$ cat config.mk
export PLATFORM = sky130hd
export DESIGN_NAME = bisulfite_kmer_index_encoder_core
export DESIGN_NICKNAME = d
export VERILOG_FILES = /design/src/rtl/bkie_pkg.sv /design/src/rtl/bkie_base_decode.sv /design/src/rtl/bisulfite_kmer_index_encoder_core.sv
export SDC_FILE = /design/constraint.sdc
export NUM_CORES = 2
export LEC_CHECK = 0
export ABC_AREA = 1
export BUFFER_PORTS_ARGS = -buffer_cell sky130_fd_sc_hd__buf_2
export CORE_AREA = 4 4 283 285
export CTS_CLUSTER_SIZE = 12
export DETAILED_ROUTE_END_ITERATION = 8
export DIE_AREA = 0 0 287 289
export PLACE_DENSITY = 0.66
export SYNTH_ARGS = -nofsm -noshare
export SYNTH_HDL_FRONTEND = slang
export SYNTH_SLANG_ARGS = --single-unit
$ cat constraint.sdc
create_clock -name aclk -period 27.2 [get_ports aclk]
set_input_delay 6.8 -clock aclk [delete_from_list [all_inputs] [get_ports aclk]]
set_output_delay 6.8 -clock aclk [all_outputs]
set_load 0.05 [all_outputs]
$ cat src/rtl/bkie_pkg.sv
package bkie_pkg;

    // A 64-bit word holds this many bases at two bits each.
    localparam int unsigned WORD_BASES = 32;

    // ASCII codes the encoder compares against.
    localparam logic [7:0] CHAR_A       = 8'h41;
    localparam logic [7:0] CHAR_C       = 8'h43;
    localparam logic [7:0] CHAR_G       = 8'h47;
    localparam logic [7:0] CHAR_T       = 8'h54;
    localparam logic [7:0] CHAR_LOWER_A = 8'h61;
    localparam logic [7:0] CHAR_LOWER_Z = 8'h7A;
    localparam logic [7:0] CASE_OFFSET  = 8'h20;

    // Configuration register map.
    localparam int unsigned CFG_IDX_W  = 1;
    localparam int unsigned CFG_DATA_W = 7;
    localparam logic [CFG_IDX_W-1:0] REG_READ_LENGTH     = 1'b0;
    localparam logic [CFG_IDX_W-1:0] REG_CONVERSION_MODE = 1'b1;

    localparam logic [CFG_DATA_W-1:0] READ_LENGTH_RESET     = 7'd32;
    localparam logic                  CONVERSION_MODE_RESET = 1'b0;

    typedef enum logic [1:0] {
        KIND_FWD_BS    = 2'd0,
        KIND_FWD_PLAIN = 2'd1,
        KIND_RC_BS     = 2'd2,
        KIND_RC_PLAIN  = 2'd3
    } code_kind_t;

    typedef enum logic [1:0] {
        NUC_A = 2'd0,
        NUC_C = 2'd1,
        NUC_G = 2'd2,
        NUC_T = 2'd3
    } nuc_t;

    typedef struct packed {
        logic [7:0] base_char;
        logic       reverse_strand;
    } in_item_t;

    typedef struct packed {
        logic [63:0] first_word;
        logic [63:0] second_word;
        logic        invalid;
    } out_item_t;

    // Result of decoding one base: a two-bit code, or a flag for a non-ACGT base.
    typedef struct packed {
        logic       bad;
        logic [1:0] code;
    } base_code_t;

    function automatic logic [1:0] kind_code(code_kind_t kind, nuc_t nuc);
        logic [1:0] code;
        code = 2'd0;
        unique case (kind)
            KIND_FWD_BS: begin
                // C reads as T.
                code = (nuc == NUC_C) ? 2'd3 : nuc;
            end
            KIND_FWD_PLAIN: begin
                code = nuc;
            end
            KIND_RC_BS: begin
                // Complement, and G reads as A before complementing.
                code = (nuc == NUC_G) ? 2'd3 : ~nuc;
            end
            KIND_RC_PLAIN: begin
                code = ~nuc;
            end
            default: begin
                code = 2'd0;
            end
        endcase
        return code;
    endfunction

endpackage

$ cat src/rtl/bkie_base_decode.sv
module bkie_base_decode
    import bkie_pkg::*;
(
    input  logic [7:0]  base_char,
    input  code_kind_t  kind,
    output base_code_t  result
);

    logic [7:0] upper;
    nuc_t       nuc;
    logic       bad;

    always_comb begin
        if (base_char >= CHAR_LOWER_A && base_char <= CHAR_LOWER_Z) begin
            upper = base_char - CASE_OFFSET;
        end else begin
            upper = base_char;
        end
    end

    always_comb begin
        bad = 1'b0;
        nuc = NUC_A;
        case (upper)
            CHAR_A: nuc = NUC_A;
            CHAR_C: nuc = NUC_C;
            CHAR_G: nuc = NUC_G;
            CHAR_T: nuc = NUC_T;
            default: bad = 1'b1;
        endcase
    end

    assign result.bad  = bad;
    assign result.code = kind_code(kind, nuc);

endmodule

$ cat src/rtl/bisulfite_kmer_index_encoder_core.sv
// Bisulfite k-mer index encoder.
// The input channel (s_valid / s_ready / s_item) carries one read base per item,
// in read order; reverse_strand is sampled at the first base of each read.
// After read_length bases the block issues one result item on the m_ channel:
// two 64-bit words packed at two bits per base and an invalid flag.
// Each base updates the accumulators in the cycle it is accepted (in CpG mode a
// forward base is held and folded with its successor), so a base can be taken
// on every clock. A read's result appears in the cycle after its last base is
// accepted and sits in a single output register. s_ready is high whenever that
// register is empty or being drained, so a base is taken every cycle unless a
// finished result is stalled by m_ready low; then input waits until it is taken.
// The configuration port (cfg_wr_en, cfg_index, cfg_wdata) writes read_length
// (index 0) and conversion_mode (index 1); any write restarts the read in
// progress. Writes are expected only while the block is idle.
// Synchronous active-low reset clears the read in progress and the output,
// and sets read_length to 32 and conversion_mode to full conversion.
module bisulfite_kmer_index_encoder_core
    import bkie_pkg::*;
#(
    parameter int unsigned SEGMENT_BASES  = 32,
    parameter int unsigned MAX_READ_BASES = 64
) (
    input  logic                  aclk,
    input  logic                  aresetn,

    input  logic                  s_valid,
    output logic                  s_ready,
    input  in_item_t              s_item,

    output logic                  m_valid,
    input  logic                  m_ready,
    output out_item_t             m_item,

    input  logic                  cfg_wr_en,
    input  logic [CFG_IDX_W-1:0]  cfg_index,
    input  logic [CFG_DATA_W-1:0] cfg_wdata
);

    localparam int unsigned POS_W = $clog2(MAX_READ_BASES + 1);
    localparam int unsigned SH_W  = POS_W + 1;
    localparam logic [POS_W-1:0] SEG_LEN    = POS_W'(SEGMENT_BASES);
    localparam logic [POS_W-1:0] WORD_LEN   = POS_W'(WORD_BASES);
    localparam logic [POS_W-1:0] POS_ONE    = POS_W'(1);
    localparam logic [POS_W-1:0] LEN_RESET  = POS_W'(READ_LENGTH_RESET);
    localparam logic [CFG_DATA_W-1:0] MAX_LEN_CFG = CFG_DATA_W'(MAX_READ_BASES);

    logic [63:0]      first_acc_reg,  first_acc_next;
    logic [63:0]      second_acc_reg, second_acc_next;
    logic [POS_W-1:0] pos_reg,        pos_next;
    logic [7:0]       held_reg,       held_next;
    logic [7:0]       prev_reg;
    logic             strand_reg,     strand_next;
    logic             inv_reg,        inv_next;
    logic [POS_W-1:0] len_reg;
    logic             mode_reg;
    logic             m_valid_reg;
    out_item_t        m_item_reg;

    logic             accept;
    logic             read_done;
    logic [POS_W-1:0] pos;
    logic             fwd_last;
    logic             rc_last;
    logic [POS_W-1:0] fstart;
    logic [POS_W-1:0] rc_off;
    logic [SH_W-1:0]  rc_shift;
    logic [63:0]      ch_code64;
    logic [63:0]      held_code64;
    logic [63:0]      rc_add;
    logic [63:0]      fwd_acc;
    logic [63:0]      fwd_step;
    logic             fwd_to_first;
    logic             do_held;
    code_kind_t       ch_kind;
    code_kind_t       held_kind;
    base_code_t       ch_dec;
    base_code_t       held_dec;
    logic [CFG_DATA_W-1:0] len_clamped;

    assign accept  = s_valid && s_ready;
    assign s_ready = !m_valid_reg || m_ready;
    assign m_valid = m_valid_reg;
    assign m_item  = m_item_reg;

    assign pos         = pos_reg;
    assign strand_next = (pos == '0) ? s_item.reverse_strand : strand_reg;
    assign read_done   = (pos == len_reg - POS_ONE);
    assign fstart      = (len_reg > SEG_LEN) ? (len_reg - SEG_LEN) : '0;
    assign fwd_last    = (pos == SEG_LEN - POS_ONE) || read_done;
    assign rc_last     = (pos + POS_ONE == fstart) || read_done;
    assign fwd_to_first = (pos < SEG_LEN);
    assign do_held     = (pos != '0) && (pos != SEG_LEN);

    // Code kind for the incoming base.
    always_comb begin
        if (!strand_next) begin
            if (!mode_reg || !fwd_last) begin
                ch_kind = KIND_FWD_BS;
            end else begin
                ch_kind = KIND_FWD_PLAIN;
            end
        end else begin
            if (!mode_reg) begin
                ch_kind = KIND_RC_BS;
            end else if (rc_last) begin
                ch_kind = KIND_RC_PLAIN;
            end else if (s_item.base_char == CHAR_G && pos != '0 && prev_reg == CHAR_C) begin
                ch_kind = KIND_RC_PLAIN;
            end else begin
                ch_kind = KIND_RC_BS;
            end
        end
    end

    // In CpG mode a forward base that does not end its word is committed once its successor is known.
    assign held_kind = (held_reg == CHAR_C && s_item.base_char == CHAR_G) ?
                       KIND_FWD_PLAIN : KIND_FWD_BS;

    bkie_base_decode u_ch_decode (
        .base_char (s_item.base_char),
        .kind      (ch_kind),
        .result    (ch_dec)
    );

    bkie_base_decode u_held_decode (
        .base_char (held_reg),
        .kind      (held_kind),
        .result    (held_dec)
    );

    // A non-ACGT base contributes minus one times its weight.
    assign ch_code64   = ch_dec.bad   ? '1 : {62'd0, ch_dec.code};
    assign held_code64 = held_dec.bad ? '1 : {62'd0, held_dec.code};

    // Reverse strand: each base lands at a digit given by its offset in its word.
    assign rc_off   = (pos >= fstart) ? (pos - fstart) : pos;
    assign rc_shift = {rc_off, 1'b0};
    assign rc_add   = (rc_off < WORD_LEN) ? (ch_code64 << rc_shift) : '0;

    // Forward strand: shift the selected word and append.
    assign fwd_acc = fwd_to_first ? first_acc_reg : second_acc_reg;
    always_comb begin
        if (!mode_reg) begin
            fwd_step = (fwd_acc << 2) + ch_code64;
        end else begin
            fwd_step = fwd_acc;
            if (do_held) begin
                fwd_step = (fwd_step << 2) + held_code64;
            end
            if (fwd_last) begin
                fwd_step = (fwd_step << 2) + ch_code64;
            end
        end
    end

    always_comb begin
        first_acc_next  = first_acc_reg;
        second_acc_next = second_acc_reg;
        held_next       = held_reg;
        if (!strand_next) begin
            if (fwd_to_first) begin
                first_acc_next = fwd_step;
            end else begin
                second_acc_next = fwd_step;
            end
            if (mode_reg && !fwd_last) begin
                held_next = s_item.base_char;
            end
        end else begin
            if (pos >= fstart) begin
                first_acc_next = first_acc_reg + rc_add;
            end else begin
                second_acc_next = second_acc_reg + rc_add;
            end
        end
        inv_next = inv_reg || ch_dec.bad;
        pos_next = read_done ? '0 : (pos + POS_ONE);
    end

    always_comb begin
        len_clamped = cfg_wdata;
        if (cfg_wdata == '0) begin
            len_clamped = CFG_DATA_W'(1);
        end else if (cfg_wdata > MAX_LEN_CFG) begin
            len_clamped = MAX_LEN_CFG;
        end
    end

    always_ff @(posedge aclk) begin
        if (!aresetn) begin
            first_acc_reg  <= '0;
            second_acc_reg <= '0;
            pos_reg        <= '0;
            held_reg       <= '0;
            prev_reg       <= '0;
            strand_reg     <= 1'b0;
            inv_reg        <= 1'b0;
            len_reg        <= LEN_RESET;
            mode_reg       <= CONVERSION_MODE_RESET;
            m_valid_reg    <= 1'b0;
        end else if (cfg_wr_en) begin
            unique case (cfg_index)
                REG_READ_LENGTH:     len_reg  <= POS_W'(len_clamped);
                REG_CONVERSION_MODE: mode_reg <= cfg_wdata[0];
                default: ;
            endcase
            first_acc_reg  <= '0;
            second_acc_reg <= '0;
            pos_reg        <= '0;
            held_reg       <= '0;
            prev_reg       <= '0;
            strand_reg     <= 1'b0;
            inv_reg        <= 1'b0;
        end else begin
            if (accept) begin
                pos_reg    <= pos_next;
                held_reg   <= held_next;
                prev_reg   <= s_item.base_char;
                strand_reg <= strand_next;
                if (read_done) begin
                    first_acc_reg  <= '0;
                    second_acc_reg <= '0;
                    inv_reg        <= 1'b0;
                end else begin
                    first_acc_reg  <= first_acc_next;
                    second_acc_reg <= second_acc_next;
                    inv_reg        <= inv_next;
                end
            end
            if (accept && read_done) begin
                m_valid_reg <= 1'b1;
            end else if (m_ready) begin
                m_valid_reg <= 1'b0;
            end
        end
    end

    always_ff @(posedge aclk) begin
        if (accept && read_done) begin
            m_item_reg.first_word  <= first_acc_next;
            m_item_reg.second_word <= second_acc_next;
            m_item_reg.invalid     <= inv_next;
        end
    end

endmodule

==> flow_summary.toml <==
[status]
outcome = "finished, final reports clean"

[sta]
post-route-period-util = 0.519
worst_slew_pin_slew_ps = 1090
timing.setup.tns_ps = 0
period_needed_ps = 14110
setup_violations = 0
skew_ps = 37.8
finalHoldViolations = 0
slew_headroom = 0.263
timing.fmax_mhz = 70.9
rsz0062_at_grt = "false"
slew_violations = 0

[synth]
syn_area_sq_um = 38500
syn_nets = 6760
synth.distinct_cells = 65
synthCells = 6424
ys_ff_latch = 291
yosysMostFrequentCell = "nand2_1"
ys_top_cells_by_count = "1,626 x nand2_1, 900 x a21oi_1, 747 x inv_1, 578 x nor2_1, 385 x o21ai_0"
netlist_top_cells_area = "nand2_1 16%, a21oi_1 12%, ha_1 10%, edfxtp_1 10%, dfxtp_1 8.4%"
synth-edff-count = 129
syn_avg_cell_area_sq_um = 5.99
yosysSeqAreaShare = 0.185
yosys_warnings = 0
synth_top_area_cell = "nand2_1"
synthFlopType = "dfxtp_1"
synth_top_area_frac = 0.159
postSynth.asyncResetShare = 0

[place]
io_buffers = 152
hpwl_microns = 139000
gp_congestion = 1.13

[floorplan]
die_w_microns = 287
die_y_microns = 289
dieArea_sq_um = 82900
core_area_sq_um = 77300
io_pins = 153
rows = 102
start_util = 0.498

[global_route]
grt_max_degree = 88
overflow = 0
antenna_found_initial = 6
grt_pass1_wl_microns = 252000
grt_pass1_vias = 41300
track_usage = 0.399

[clock_tree]
post_cts_resized = 0
insertion_delay_ps = 580
cts_buffers = 39
htreeDepth = 2
cts_sinks = 291
post_cts_buffers = 0
cts_tree = "built"
cts_hold_buf = 0
clk_pin_slew_ps = 60
clock_tree.root_cell = "clkbuf_16"
cts_buffer_depth = 3

[routing]
vias_per_cell = 6.07
drc_errors = 0
dr.pass1.iters = 9
drt_iter0_drc = 6168
wl_per_cell_microns = 22.9
num_vias = 45700
wl_microns = 172000
ant_nets = 0

[worst_setup_path]
crit_chain = "buf_2 -> inv_1 -> nand2_1 -> buf_2"
cp.arrival_ps = 7310
crit_path_end_kind = "primary output"
cp_top_family = "buffers and inverters"
regToRegStartpoint = "held_reg[5]$_SDFFE_PP0P_"
reg2reg_slack_ps = 16680
critical_path_class = "primary input to primary output"
timing.critical_path.buf_inv = 3
r2r_cells = 44
cp.required_ps = 20400
crit_start = "m_ready"
rr_endpoint = "m_item[61]$_DFFE_PP_"
startpoint_type = "primary input"
cp.depth = 4
worst_path_most_repeated_cell = "buf_2"
endpoint = "s_ready"
crit_fanout = 2
max_stage_delay_ps = 280
worst_path_max_delay_cell = "buf_2"

[cells_and_area]
drive_above_1_share = 0.0672
num_antenna_cells = 0
nFillCells = 8249
largest_register_ffs = 129
syn_to_final_growth_pct = 7.59
final_nets = 6797

[power]
p_leak_nw = 20.5
ir_worst_vdd_mv = 0.0506
powerDensity_nw_per_um2 = 76.7
power.total_mw = 3.18

[flow_run]
drv_cap = 0

[worst_hold_path]
worstHoldPathType = "flop to flop"
cells in the final DEF (no fill, tap or decap), types with 41 or more instances in the layout:
master / instances
xor2_1: 108
edfxtp_1: 129
dfxtp_1: 162
inv_1: 745
buf_4: 41
o21a_1: 44
o21ai_0: 385
nor2_1: 573
xnor2_1: 62
nand2_1: 1625
buf_2: 152
a21oi_1: 900
nand2_2: 41
nor3_1: 54
o211ai_1: 50
o21ai_1: 78
a31oi_1: 92
ha_1: 310
nand3_1: 383
worst min path at each step:
| stage | start | end | slack, ps | cells after the start |
|---|---|---|---|---|
| global route | prev_reg[5]$_SDFFE_PP0P_ | prev_reg[5]$_SDFFE_PP0P_ | 500 | 2 |
| finish | prev_reg[5]$_SDFFE_PP0P_ | prev_reg[5]$_SDFFE_PP0P_ | 460 | 2 |
| global placement | prev_reg[5]$_SDFFE_PP0P_ | prev_reg[5]$_SDFFE_PP0P_ | 450 | 2 |
| CTS | prev_reg[5]$_SDFFE_PP0P_ | prev_reg[5]$_SDFFE_PP0P_ | 460 | 2 |
| detailed placement | prev_reg[5]$_SDFFE_PP0P_ | prev_reg[5]$_SDFFE_PP0P_ | 450 | 2 |
| floorplan | prev_reg[5]$_SDFFE_PP0P_ | prev_reg[5]$_SDFFE_PP0P_ | 430 | 2 |
per-stage QoR:
stage / hold slack [ps] / setup slack [ps] / util / instances / instance area (sq um)
global route: 501 / 13060 / 0.536 / 7530 / 41400
finish: 464 / 13090 / 0.536 / 7530 / 41400
global placement: 445 / 13090 / 0.519 / 7460 / 40200
floorplan: 430 / 13220 / - / 6424 / 38500
detailed placement: 454 / 13100 / 0.519 / 7460 / 40200
CTS: 462 / 13100 / 0.536 / 7530 / 41400
worst min-delay path, stage by stage (launching register included):
cell and delay (ps):
dfxtp_1 300, inv_1 70, a21oi_1 60
power breakdown:
group          switching, mW  leakage (nW)  internal (mW)
clock network          0.222         0.606          0.304
registers             0.0249          2.48          0.484
logic                   1.51          17.4          0.632
cell families (layout without fill, tap and decap cells):
family | count (synthesis) | in the layout | synth area share
mux | 1 | 1 | 0.000260
buf+inv | 982 | 1048 | 0.0965
fa+ha+maj | 314 | 314 | 0.103
flops | 291 | 291 | 0.185
xor+xnor | 170 | 170 | 0.0387
simple gates | 2893 | 2893 | 0.319
compound gates | 1773 | 1773 | 0.258
final cells by class:
type	count	area, sq um	share of cell area
timing repair buffer	193	1070	0.0258
inverter	785	2960	0.0715
tap	1040	1300	0.0314
clock inverter	15	145	0.00350
sequential	291	7120	0.172
clock buffer	55	1110	0.0267
multi-input combinational	5151	27700	0.669
metal layers:
metal,up-vias,wire [microns],global-route usage
li1,21800,-,-
met1,21100,71900,0.557
met2,2482,72000,0.604
met3,333,20400,0.0806
met4,0,8200,0.160
met5,-,0,0
Power figures use the tool's default switching activity.
